===== config.mk =====
export PLATFORM = sky130hd
export DESIGN_NAME = dual_wheel_speed_pid
export DESIGN_NICKNAME = d
export VERILOG_FILES = /design/src/hdl/dwsp_pkg.sv /design/src/hdl/dual_wheel_speed_pid.sv /design/src/hdl/dwsp_mul.sv /design/src/hdl/dwsp_seq.sv
export SDC_FILE = /design/constraint.sdc
export NUM_CORES = 2
export LEC_CHECK = 0
export BUFFER_PORTS_ARGS = -buffer_cell sky130_fd_sc_hd__buf_4
export CORE_UTILIZATION = 40
export DETAILED_ROUTE_END_ITERATION = 8
export PLACE_DENSITY = 0.59
export SYNTH_ARGS = -nofsm -noshare
export SYNTH_HDL_FRONTEND = slang
export SYNTH_SLANG_ARGS = --single-unit

===== constraint.sdc =====
create_clock -name clk -period 14.33 [get_ports clk]
set_input_delay 2.1495 -clock clk [delete_from_list [all_inputs] [get_ports clk]]
set_output_delay 2.1495 -clock clk [all_outputs]
set_load 0.01 [all_outputs]

===== src/hdl/dwsp_pkg.sv =====
// ----------------------------------------------------------------------------
// dwsp_pkg
// Shared types, widths, register indexes and reset values for the dual wheel
// speed controller.
// ----------------------------------------------------------------------------
package dwsp_pkg;

    // default parameter values
    localparam int PWM_TOP_DEF   = 999;
    localparam int FRAC_BITS_DEF = 8;

    // field widths
    localparam int COUNT_W      = 32;
    localparam int SP_W         = 16;
    localparam int SPEED_W      = 24;
    localparam int DUTY_W       = 10;
    localparam int GAIN_W       = 16;
    localparam int SCALE_W      = 10;
    localparam int RATE_SCALE_W = 12;
    localparam int CFG_IDX_W    = 3;
    localparam int CFG_DATA_W   = 16;

    // shared multiplier widths
    localparam int MUL_A_W = 32;
    localparam int MUL_B_W = 17;
    localparam int MUL_P_W = MUL_A_W + MUL_B_W;
    localparam int ACC_W   = MUL_P_W + 2;

    // opcodes
    localparam logic OP_TICK = 1'b0;
    localparam logic OP_STOP = 1'b1;

    // register indexes
    localparam logic [CFG_IDX_W-1:0] REG_LEFT_PROP_GAIN   = 3'd0;
    localparam logic [CFG_IDX_W-1:0] REG_LEFT_INT_GAIN    = 3'd1;
    localparam logic [CFG_IDX_W-1:0] REG_RIGHT_PROP_GAIN  = 3'd2;
    localparam logic [CFG_IDX_W-1:0] REG_RIGHT_INT_GAIN   = 3'd3;
    localparam logic [CFG_IDX_W-1:0] REG_DERIV_GAIN       = 3'd4;
    localparam logic [CFG_IDX_W-1:0] REG_LEFT_SPEED_SCALE = 3'd5;
    localparam logic [CFG_IDX_W-1:0] REG_COUNT_RATE_SCALE = 3'd6;
    localparam logic [CFG_IDX_W-1:0] REG_MIN_DRIVE        = 3'd7;

    // register reset values
    localparam logic [GAIN_W-1:0]       RST_LEFT_PROP_GAIN   = 16'd635;
    localparam logic [GAIN_W-1:0]       RST_LEFT_INT_GAIN    = 16'd308;
    localparam logic [GAIN_W-1:0]       RST_RIGHT_PROP_GAIN  = 16'd625;
    localparam logic [GAIN_W-1:0]       RST_RIGHT_INT_GAIN   = 16'd308;
    localparam logic [GAIN_W-1:0]       RST_DERIV_GAIN       = 16'd0;
    localparam logic [SCALE_W-1:0]      RST_LEFT_SPEED_SCALE = 10'd312;
    localparam logic [RATE_SCALE_W-1:0] RST_COUNT_RATE_SCALE = 12'd328;
    localparam logic [DUTY_W-1:0]       RST_MIN_DRIVE        = 10'd120;

    typedef struct packed {
        logic               opcode;
        logic [COUNT_W-1:0] left_count;
        logic [COUNT_W-1:0] right_count;
        logic [SP_W-1:0]    left_setpoint;
        logic [SP_W-1:0]    right_setpoint;
    } in_item_t;

    typedef struct packed {
        logic [DUTY_W-1:0]         left_duty;
        logic [DUTY_W-1:0]         right_duty;
        logic signed [SPEED_W-1:0] left_speed;
        logic signed [SPEED_W-1:0] right_speed;
    } result_t;

    typedef struct packed {
        logic [GAIN_W-1:0]       left_prop_gain;
        logic [GAIN_W-1:0]       left_int_gain;
        logic [GAIN_W-1:0]       right_prop_gain;
        logic [GAIN_W-1:0]       right_int_gain;
        logic [GAIN_W-1:0]       deriv_gain;
        logic [SCALE_W-1:0]      left_speed_scale;
        logic [RATE_SCALE_W-1:0] count_rate_scale;
        logic [DUTY_W-1:0]       min_drive;
    } cfg_t;

    // top level to sequencer
    typedef struct packed {
        logic start;
        logic res_ready;
    } seq_ctrl_t;

    // sequencer to top level
    typedef struct packed {
        logic busy;
        logic done;
    } seq_stat_t;

endpackage


===== src/hdl/dual_wheel_speed_pid.sv =====
// ----------------------------------------------------------------------------
// dual_wheel_speed_pid
// Two-wheel encoder speed measurement and PID duty controller.
// ----------------------------------------------------------------------------
// A control tick is worked through in turn under a small sequencer: one shared
// 32x17 multiplier forms all nine products of a tick (two rates, the left
// calibration and three gain products per wheel). A stop also yields a result.
// The input stalls while an item is being worked on; a finished result waits in
// the output register, so the next item can be taken while the result is still
// stalled. Configuration registers are written through the cfg channel, always
// ready, and should be changed only while the block is idle.
module dual_wheel_speed_pid
    import dwsp_pkg::*;
#(
    parameter int PWM_TOP   = PWM_TOP_DEF,
    parameter int FRAC_BITS = FRAC_BITS_DEF
)(
    input  logic                  clk,
    input  logic                  rst_n,
    input  logic                  item_valid,
    output logic                  item_stall,
    input  in_item_t              item,
    output logic                  result_valid,
    input  logic                  result_stall,
    output result_t               result,
    input  logic                  cfg_valid,
    output logic                  cfg_ready,
    input  logic [CFG_IDX_W-1:0]  cfg_index,
    input  logic [CFG_DATA_W-1:0] cfg_data
);

    cfg_t      cfg_reg;
    seq_ctrl_t ctrl;
    seq_stat_t stat;
    result_t   seq_result;
    logic      result_valid_reg;
    result_t   result_reg;

    // configuration registers
    assign cfg_ready = 1'b1;

    always_ff @(posedge clk or negedge rst_n)
    begin
        if (!rst_n)
        begin
            cfg_reg.left_prop_gain   <= RST_LEFT_PROP_GAIN;
            cfg_reg.left_int_gain    <= RST_LEFT_INT_GAIN;
            cfg_reg.right_prop_gain  <= RST_RIGHT_PROP_GAIN;
            cfg_reg.right_int_gain   <= RST_RIGHT_INT_GAIN;
            cfg_reg.deriv_gain       <= RST_DERIV_GAIN;
            cfg_reg.left_speed_scale <= RST_LEFT_SPEED_SCALE;
            cfg_reg.count_rate_scale <= RST_COUNT_RATE_SCALE;
            cfg_reg.min_drive        <= RST_MIN_DRIVE;
        end
        else if (cfg_valid && cfg_ready)
        begin
            unique case (cfg_index)
                REG_LEFT_PROP_GAIN:   cfg_reg.left_prop_gain   <= cfg_data;
                REG_LEFT_INT_GAIN:    cfg_reg.left_int_gain    <= cfg_data;
                REG_RIGHT_PROP_GAIN:  cfg_reg.right_prop_gain  <= cfg_data;
                REG_RIGHT_INT_GAIN:   cfg_reg.right_int_gain   <= cfg_data;
                REG_DERIV_GAIN:       cfg_reg.deriv_gain       <= cfg_data;
                REG_LEFT_SPEED_SCALE: cfg_reg.left_speed_scale <= cfg_data[SCALE_W-1:0];
                REG_COUNT_RATE_SCALE: cfg_reg.count_rate_scale <= cfg_data[RATE_SCALE_W-1:0];
                REG_MIN_DRIVE:        cfg_reg.min_drive        <= cfg_data[DUTY_W-1:0];
                default:
                begin
                end
            endcase
        end
    end

    // input handshake and sequencer control
    assign item_stall     = stat.busy;
    assign ctrl.start     = item_valid && !item_stall;
    assign ctrl.res_ready = !result_valid_reg || !result_stall;

    dwsp_seq #(
        .PWM_TOP   (PWM_TOP),
        .FRAC_BITS (FRAC_BITS)
    ) u_seq (
        .clk    (clk),
        .rst_n  (rst_n),
        .ctrl   (ctrl),
        .item   (item),
        .cfg    (cfg_reg),
        .stat   (stat),
        .result (seq_result)
    );

    // output register
    always_ff @(posedge clk or negedge rst_n)
    begin
        if (!rst_n)
            result_valid_reg <= 1'b0;
        else if (stat.done)
            result_valid_reg <= 1'b1;
        else if (!result_stall)
            result_valid_reg <= 1'b0;
    end

    always_ff @(posedge clk)
    begin
        if (stat.done)
            result_reg <= seq_result;
    end

    assign result_valid = result_valid_reg;
    assign result       = result_reg;

    // a finished item never overwrites a result that is still stalled
    assert property (@(posedge clk) disable iff (!rst_n)
        stat.done |-> !(result_valid_reg && result_stall))
        else $error("result overwritten while stalled");

    // an accepted item makes the block busy in the next cycle
    assert property (@(posedge clk) disable iff (!rst_n)
        (item_valid && !item_stall) |=> item_stall)
        else $error("block not busy after item transfer");

    // a new result shows up only after the sequencer finished
    assert property (@(posedge clk) disable iff (!rst_n)
        $rose(result_valid) |-> $past(stat.done))
        else $error("result valid without finished item");

endmodule


===== src/hdl/dwsp_mul.sv =====
// ----------------------------------------------------------------------------
// dwsp_mul
// Shared signed multiplier with a registered product, one product per cycle.
// ----------------------------------------------------------------------------
module dwsp_mul
    import dwsp_pkg::*;
(
    input  logic                      clk,
    input  logic signed [MUL_A_W-1:0] a,
    input  logic signed [MUL_B_W-1:0] b,
    output logic signed [MUL_P_W-1:0] prod
);

    logic signed [MUL_P_W-1:0] prod_reg;

    // product register
    always_ff @(posedge clk)
    begin
        prod_reg <= MUL_P_W'(a) * MUL_P_W'(b);
    end

    assign prod = prod_reg;

endmodule


===== src/hdl/dwsp_seq.sv =====
// ----------------------------------------------------------------------------
// dwsp_seq
// Sequencer and datapath: rate, averaging, calibration and both PID loops,
// all products going through one shared multiplier.
// ----------------------------------------------------------------------------
module dwsp_seq
    import dwsp_pkg::*;
#(
    parameter int PWM_TOP   = PWM_TOP_DEF,
    parameter int FRAC_BITS = FRAC_BITS_DEF
)(
    input  logic      clk,
    input  logic      rst_n,
    input  seq_ctrl_t ctrl,
    input  in_item_t  item,
    input  cfg_t      cfg,
    output seq_stat_t stat,
    output result_t   result
);

    localparam int INT_W = $clog2(PWM_TOP + 1) + FRAC_BITS + 1;
    localparam logic signed [ACC_W-1:0] TOP_FX = ACC_W'(PWM_TOP) << FRAC_BITS;
    localparam logic signed [ACC_W-1:0] ONE_FX = ACC_W'(1) << FRAC_BITS;
    localparam logic signed [ACC_W-1:0] SPD_MAX = ACC_W'((1 << (SPEED_W - 1)) - 1);
    localparam logic signed [ACC_W-1:0] SPD_MIN = -(ACC_W'(1) << (SPEED_W - 1));

    // sequencer states
    localparam logic [3:0] S_IDLE  = 4'd0;
    localparam logic [3:0] S_LINST = 4'd1;
    localparam logic [3:0] S_RINST = 4'd2;
    localparam logic [3:0] S_LSCL  = 4'd3;
    localparam logic [3:0] S_LSAT  = 4'd4;
    localparam logic [3:0] S_ERR   = 4'd5;
    localparam logic [3:0] S_KI    = 4'd6;
    localparam logic [3:0] S_KP    = 4'd7;
    localparam logic [3:0] S_KD    = 4'd8;
    localparam logic [3:0] S_DACC  = 4'd9;
    localparam logic [3:0] S_FIN   = 4'd10;
    localparam logic [3:0] S_DONE  = 4'd11;

    function automatic logic signed [SPEED_W-1:0] sat_speed(
        input logic signed [ACC_W-1:0] v
    );
        logic signed [SPEED_W-1:0] r;
        if (v > SPD_MAX)
            r = SPD_MAX[SPEED_W-1:0];
        else if (v < SPD_MIN)
            r = SPD_MIN[SPEED_W-1:0];
        else
            r = v[SPEED_W-1:0];
        return r;
    endfunction

    logic [3:0] state_reg;
    logic       wheel_reg;

    // controller state per wheel, index 0 left, 1 right
    logic [COUNT_W-1:0]        prev_count_reg [2];
    logic signed [SPEED_W-1:0] prev_rate_reg  [2];
    logic signed [INT_W-1:0]   integ_reg      [2];
    logic signed [SPEED_W-1:0] perr_reg       [2];

    // working registers
    logic [COUNT_W-1:0]        lcnt_reg;
    logic [COUNT_W-1:0]        rcnt_reg;
    logic [SP_W-1:0]           sp_reg   [2];
    logic signed [SPEED_W-1:0] spd_reg  [2];
    logic [DUTY_W-1:0]         duty_reg [2];
    logic signed [SPEED_W-1:0] err_reg;
    logic signed [ACC_W-1:0]   acc_reg;

    logic signed [MUL_A_W-1:0] mul_a;
    logic signed [MUL_B_W-1:0] mul_b;
    logic signed [MUL_P_W-1:0] prod;
    logic signed [ACC_W-1:0]   prod_ext;
    logic signed [ACC_W-1:0]   prod_sh;

    logic                      rate_wheel;
    logic signed [SPEED_W-1:0] inst;
    logic signed [SPEED_W:0]   rate_sum;
    logic signed [SPEED_W-1:0] avg;

    logic signed [SPEED_W:0]   spd_ext;
    logic signed [SPEED_W:0]   mag;
    logic signed [SPEED_W:0]   err_full;
    logic signed [SPEED_W:0]   err_diff;

    logic [GAIN_W-1:0]         kp_sel;
    logic [GAIN_W-1:0]         ki_sel;
    logic signed [ACC_W-1:0]   isum;
    logic signed [ACC_W-1:0]   iclamp;
    logic signed [ACC_W-1:0]   outc;
    logic signed [ACC_W-1:0]   outsh;
    logic signed [ACC_W-1:0]   sp_fx;
    logic signed [ACC_W-1:0]   mind_fx;
    logic [DUTY_W-1:0]         drive;
    logic [DUTY_W-1:0]         duty_new;

    dwsp_mul u_mul (
        .clk  (clk),
        .a    (mul_a),
        .b    (mul_b),
        .prod (prod)
    );

    // product scaling
    assign prod_ext = ACC_W'(prod);
    assign prod_sh  = prod_ext >>> FRAC_BITS;

    // instantaneous rate and two-tap average
    assign rate_wheel = (state_reg == S_LSCL);
    assign inst       = sat_speed(prod_ext);
    assign rate_sum   = (SPEED_W + 1)'(inst) + (SPEED_W + 1)'(prev_rate_reg[rate_wheel]);
    assign avg        = rate_sum[SPEED_W:1];

    // speed error and derivative difference
    assign spd_ext  = (SPEED_W + 1)'(spd_reg[wheel_reg]);
    assign mag      = spd_ext[SPEED_W] ? -spd_ext : spd_ext;
    assign err_full = $signed((SPEED_W + 1)'(sp_reg[wheel_reg])) - mag;
    assign err_diff = (SPEED_W + 1)'(err_reg) - (SPEED_W + 1)'(perr_reg[wheel_reg]);

    // gain selection
    assign kp_sel = wheel_reg ? cfg.right_prop_gain : cfg.left_prop_gain;
    assign ki_sel = wheel_reg ? cfg.right_int_gain  : cfg.left_int_gain;

    // integral update with saturation
    assign isum = ACC_W'(integ_reg[wheel_reg]) + prod_sh;
    always_comb
    begin
        if (isum > TOP_FX)
            iclamp = TOP_FX;
        else if (isum < -TOP_FX)
            iclamp = -TOP_FX;
        else
            iclamp = isum;
    end

    // output clamp and minimum drive
    assign sp_fx   = $signed(ACC_W'(sp_reg[wheel_reg]));
    assign mind_fx = $signed(ACC_W'(cfg.min_drive)) << FRAC_BITS;
    assign drive   = (int'(cfg.min_drive) > PWM_TOP) ? DUTY_W'(PWM_TOP) : cfg.min_drive;
    always_comb
    begin
        if (acc_reg > TOP_FX)
            outc = TOP_FX;
        else if (acc_reg < 0)
            outc = '0;
        else
            outc = acc_reg;
        outsh = outc >>> FRAC_BITS;
        if (sp_fx > ONE_FX && outc > 0 && outc < mind_fx)
            duty_new = drive;
        else
            duty_new = outsh[DUTY_W-1:0];
    end

    // multiplier operand selection
    always_comb
    begin
        mul_a = '0;
        mul_b = '0;
        unique case (state_reg)
            S_LINST:
            begin
                mul_a = $signed(lcnt_reg - prev_count_reg[0]);
                mul_b = $signed(MUL_B_W'(cfg.count_rate_scale));
            end
            S_RINST:
            begin
                mul_a = $signed(rcnt_reg - prev_count_reg[1]);
                mul_b = $signed(MUL_B_W'(cfg.count_rate_scale));
            end
            S_LSCL:
            begin
                mul_a = MUL_A_W'(spd_reg[0]);
                mul_b = $signed(MUL_B_W'(cfg.left_speed_scale));
            end
            S_KI:
            begin
                mul_a = MUL_A_W'(err_reg);
                mul_b = $signed(MUL_B_W'(ki_sel));
            end
            S_KP:
            begin
                mul_a = MUL_A_W'(err_reg);
                mul_b = $signed(MUL_B_W'(kp_sel));
            end
            S_KD:
            begin
                mul_a = MUL_A_W'(err_diff);
                mul_b = $signed(MUL_B_W'(cfg.deriv_gain));
            end
            default:
            begin
                mul_a = '0;
                mul_b = '0;
            end
        endcase
    end

    // sequencer and controller state
    always_ff @(posedge clk or negedge rst_n)
    begin
        if (!rst_n)
        begin
            state_reg <= S_IDLE;
            wheel_reg <= 1'b0;
            for (int i = 0; i < 2; i++)
            begin
                prev_count_reg[i] <= '0;
                prev_rate_reg[i]  <= '0;
                integ_reg[i]      <= '0;
                perr_reg[i]       <= '0;
            end
        end
        else
        begin
            unique case (state_reg)
                S_IDLE:
                begin
                    if (ctrl.start)
                    begin
                        if (item.opcode == OP_STOP)
                        begin
                            for (int i = 0; i < 2; i++)
                            begin
                                integ_reg[i] <= '0;
                                perr_reg[i]  <= '0;
                            end
                            state_reg <= S_DONE;
                        end
                        else
                        begin
                            state_reg <= S_LINST;
                        end
                    end
                end
                S_LINST:
                begin
                    state_reg <= S_RINST;
                end
                S_RINST:
                begin
                    prev_count_reg[0] <= lcnt_reg;
                    prev_rate_reg[0]  <= inst;
                    state_reg         <= S_LSCL;
                end
                S_LSCL:
                begin
                    prev_count_reg[1] <= rcnt_reg;
                    prev_rate_reg[1]  <= inst;
                    state_reg         <= S_LSAT;
                end
                S_LSAT:
                begin
                    wheel_reg <= 1'b0;
                    state_reg <= S_ERR;
                end
                S_ERR:
                begin
                    state_reg <= S_KI;
                end
                S_KI:
                begin
                    state_reg <= S_KP;
                end
                S_KP:
                begin
                    if (ki_sel != '0)
                        integ_reg[wheel_reg] <= INT_W'(iclamp);
                    state_reg <= S_KD;
                end
                S_KD:
                begin
                    perr_reg[wheel_reg] <= err_reg;
                    state_reg           <= S_DACC;
                end
                S_DACC:
                begin
                    state_reg <= S_FIN;
                end
                S_FIN:
                begin
                    if (!wheel_reg)
                    begin
                        wheel_reg <= 1'b1;
                        state_reg <= S_ERR;
                    end
                    else
                    begin
                        state_reg <= S_DONE;
                    end
                end
                S_DONE:
                begin
                    if (ctrl.res_ready)
                        state_reg <= S_IDLE;
                end
                default:
                begin
                    state_reg <= S_IDLE;
                end
            endcase
        end
    end

    // working datapath registers
    always_ff @(posedge clk)
    begin
        unique case (state_reg)
            S_IDLE:
            begin
                if (ctrl.start)
                begin
                    lcnt_reg  <= COUNT_W'(0) - item.left_count;
                    rcnt_reg  <= item.right_count;
                    sp_reg[0] <= item.left_setpoint;
                    sp_reg[1] <= item.right_setpoint;
                    for (int i = 0; i < 2; i++)
                    begin
                        spd_reg[i]  <= '0;
                        duty_reg[i] <= '0;
                    end
                end
            end
            S_RINST:
            begin
                spd_reg[0] <= avg;
            end
            S_LSCL:
            begin
                spd_reg[1] <= avg;
            end
            S_LSAT:
            begin
                spd_reg[0] <= sat_speed(prod_sh);
            end
            S_ERR:
            begin
                err_reg <= err_full[SPEED_W-1:0];
            end
            S_KD:
            begin
                acc_reg <= prod_sh + ACC_W'(integ_reg[wheel_reg]);
            end
            S_DACC:
            begin
                acc_reg <= acc_reg + prod_sh;
            end
            S_FIN:
            begin
                duty_reg[wheel_reg] <= duty_new;
            end
            default:
            begin
            end
        endcase
    end

    // status and result
    assign stat.busy = (state_reg != S_IDLE);
    assign stat.done = (state_reg == S_DONE) && ctrl.res_ready;

    assign result.left_duty   = duty_reg[0];
    assign result.right_duty  = duty_reg[1];
    assign result.left_speed  = spd_reg[0];
    assign result.right_speed = spd_reg[1];

endmodule


==> results.txt <==
After routing the design area is 0.0637 mm^2. The worst hold path terminates at result[58]$_DFFE_PP_. The buffer type at the clock tree root is sky130_fd_sc_hd__clkbuf_16. The maximum number of pins on one net before global-route repair is 95. The run gives 0.144 mm^2 as the die outline area.

The net total in the final layout was 7030; the number of pins exceeding their max-slew limit in the final report was 0. Of all nets on the critical path, the largest fanout is 62. The die is 380 um tall.

The run gives 3569 as the DRC marker count from the first detailed-route iteration. The number of storage elements in the synthesis netlist is 672, and the layout overhead on the synthesized area is 11.8%. The later pin in the worst-skew pair is clocked with a latency of 0.71 ns. The iteration count of the initial detailed-routing pass is 6. The tools report the residual overflow from global routing as 0. TritonCTS built the clock tree. The proportion of register bits with asynchronous set or reset after synthesis was 47.0%.

The worst path required time was 14.93 ns; the number of max-cap violations was 0. Summing over every cut layer, the via total after detailed routing is 44.5k. Largest clock skew in the final design: 0.0536 ns. The peak per-stage delay on the critical path came out at 0.98 ns. The logs give 0.142 mm^2 for the total core area and 84 for the count of different cell masters after synthesis. The clock drives 672 sinks.

The critical setup path kind was flip-flop to flip-flop. The number of standard-cell rows in the floorplan came out at 138. The count of nets left with antenna violations once routing finished came out at 0. Yosys printed 0 warnings. The register area share after synthesis came out at 31.8%.

The min-delay analysis places its worst path in the category flip-flop to flip-flop. Summing all placed instances gives a cell area of 0.0608 mm^2. For the final weighted congestion in routability-driven placement, the log shows 0.920. The tools report the endpoint of the worst-slack reg-to-reg timing path as u_seq.u_mul.prod[45]$_DFF_P_. The most frequent cell on the critical path was sky130_fd_sc_hd__fa_1.

The starting density of the core is 40.3%. The library cell used most frequently in the layout, excluding fill and tap cells, is sky130_fd_sc_hd__inv_1. The number of global-route vias before repair was 45.6k; the length in cells of the worst reg-to-reg path was 38.

The worst hold slack is 0.418 ns. The total global-route track usage was 24.1%. Based on the critical path, the design can be clocked at up to 0.0892 GHz.

Startpoint of the worst register-to-register path: u_seq.wheel_reg$_DFFE_PN0P_. Initial antenna violation count: 3. The number of inserted filler cells in the final layout came out at 13.6k. The first global-routing pass estimated 270000 um of wire.

The routed design has 173000 um of wire. The flow ran to the end, and the final reports show no timing, DRC or antenna violations. The number of flops mapped to enable cells by yosys works out to 307. The shortest period the worst path allows was 11.21 ns; the level count of the clock H-tree was 3. Setup violations remaining at the end of the flow were counted as 0. The number of setup buffers added after CTS is 0.

A synthesized cell averages 9.62 um^2. Across all register-to-register paths, the minimum setup slack is 3.12 ns. In the final layout, the share of cells above drive strength 1 is 11.6%. The critical path endpoint category was a flip-flop. STA classifies the critical path startpoint as a flip-flop. The number of clock buffers inserted by TritonCTS was 81; the slew at the pin with the worst max-slew slack was 1.40 ns.

After detailed routing, the number of vias per cell comes to 5.55. The logs give 0 ns for the setup TNS and 192 for the number of top-level pins. After clock tree synthesis, the clock-pin slew on the worst setup and hold paths is 0.06 ns. For the number of standard cells after synthesis, the log shows 5929.

The average wire length per cell after detail routing is 21.5 um, and the data arrival at the endpoint of the critical path is 11.81 ns. The number of port buffers is 190, and the post-synthesis instance area is 0.0570 mm^2. The library cells used most frequently in the layout, excluding fill and tap cells, are sky130_fd_sc_hd__inv_1 (767), sky130_fd_sc_hd__nand2_1 (663), sky130_fd_sc_hd__fa_1 (496), sky130_fd_sc_hd__nor2_1 (418), sky130_fd_sc_hd__ha_1 (351). Measured along the x axis, the die boundary spans 380 um. For this design, the slowest cell found on the critical path is sky130_fd_sc_hd__dfrtp_4. Setup repair after global routing left no endpoint under its margin.

The clock passes through at most 3 buffers. Startpoint of the most critical hold path: u_seq.duty_reg[0][0]$_SDFFCE_PN0P_. Counting every net in the synthesized netlist gives 6897.

The worst hold path depth is 0. In this run the tightest slew margin relative to its limit is 6.37%. The logs give 0 for the post-detailed-route DRC marker count and 0 for the final number of hold-violating endpoints.

Period utilization: 78.3%. Hold repair after CTS inserted 0 buffers. The placed wire-length estimate was 131000 um; the flip-flop count of the largest register after layout was 112. Most used flip-flop cell after synthesis: sky130_fd_sc_hd__edfxtp_1.

Number of gates resized after CTS: 0.
worst max path at each step:
| stage | from | endpoint | slack (ns) | depth (start not counted) |
|---|---|---|---|---|
| after floorplan | u_seq.wheel_reg$_DFFE_PN0P_ | u_seq.u_mul.prod[47]$_DFF_P_ | 2.75 | 41 |
| final | u_seq.wheel_reg$_DFFE_PN0P_ | u_seq.u_mul.prod[45]$_DFF_P_ | 3.12 | 38 |
| after detailed placement | u_seq.wheel_reg$_DFFE_PN0P_ | u_seq.u_mul.prod[45]$_DFF_P_ | 3.23 | 38 |
| after CTS | u_seq.wheel_reg$_DFFE_PN0P_ | u_seq.u_mul.prod[45]$_DFF_P_ | 3.14 | 38 |
| after global routing | u_seq.wheel_reg$_DFFE_PN0P_ | u_seq.u_mul.prod[45]$_DFF_P_ | 2.44 | 38 |
| after global placement | u_seq.wheel_reg$_DFFE_PN0P_ | u_seq.u_mul.prod[48]$_DFF_P_ | 3.29 | 38 |
cells by family after synthesis:
| kind of cell | share of synthesized area [%] |
|---|---|
| compound gates | 14.5 |
| xor+xnor | 4.27 |
| fa+ha+maj | 25.1 |
| buf+inv | 6.54 |
| flops | 31.8 |
| mux | 4.83 |
| other cells | 0.00658 |
| simple gates | 12.9 |
per-stage QoR:
step	setup WS (ns)	cells	util (%)
6_report	3.12	8023	45.0
5_1_grt	2.44	8021	45.0
2_1_floorplan	2.75	5929	-
3_3_place_gp	3.29	7869	43.0
3_5_place_dp	3.23	7869	43.0
4_1_cts	3.14	8021	45.0
synthesized netlist by cell type (all sizes together), types with 21 or more instances:
library cell	instances	area, um^2
ha	351	4390
o21bai	36	270
xnor2	167	1460
o21ai	307	1560
clkbuf	191	717
nand2b	53	332
nor4	45	282
nand2	664	2490
o21a	53	398
nor2b	42	263
dfrtp	285	7130
or3	27	174
nor3	74	370
mux2i	65	651
and2	78	488
edfxtp	307	9220
a22o	51	447
nand4	43	269
dfxtp	49	981
a21o	139	1040
nand3	67	335
dfstp	31	815
buf	27	125
o211ai	24	180
fa	496	9930
a31oi	45	294
nor2	425	1600
mux2	187	2110
a22oi	29	218
a21oi	349	1750
inv	768	2880
xor2	111	972
a211oi	30	225
a32o	21	210
or2	24	150
metal layers:
metal | track usage [%] | part of all wire (%) | up-vias
li1 | - | - | 20500
met1 | 31.7 | 43 | 22300
met2 | 39.6 | 47 | 1422
met3 | 3.76 | 6.1 | 341
met4 | 9.64 | 4.1 | 2
met5 | 0 | 0.0075 | -
worst max-delay path, delay by kind of cell, from the launching register on:
family	cells	cell delay (ns)
XOR/XNOR	2	0.22
buffers and inverters	6	0.69
AO/OA/AOI/OAI	15	4.17
adder cells (fa/ha/maj)	9	4.04
multiplexers	1	0.42
AND/OR/NAND/NOR	5	0.56
flip-flops	1	0.98
final cells by class:
cell class	instances	area (um^2)	area share, %
clock buffers	102	2260	3.54
well taps	1890	2360	3.71
diodes	2	5.00	0.00785
flip-flops and latches	672	18100	28.5
clock inverters	50	646	1.01
repair buffers	268	2030	3.19
inverters	769	2890	4.53
multi-input cells	4270	35400	55.5
Power is not shown: default switching activity piles up to over one toggle a cycle in this logic, so the estimate is an artifact.
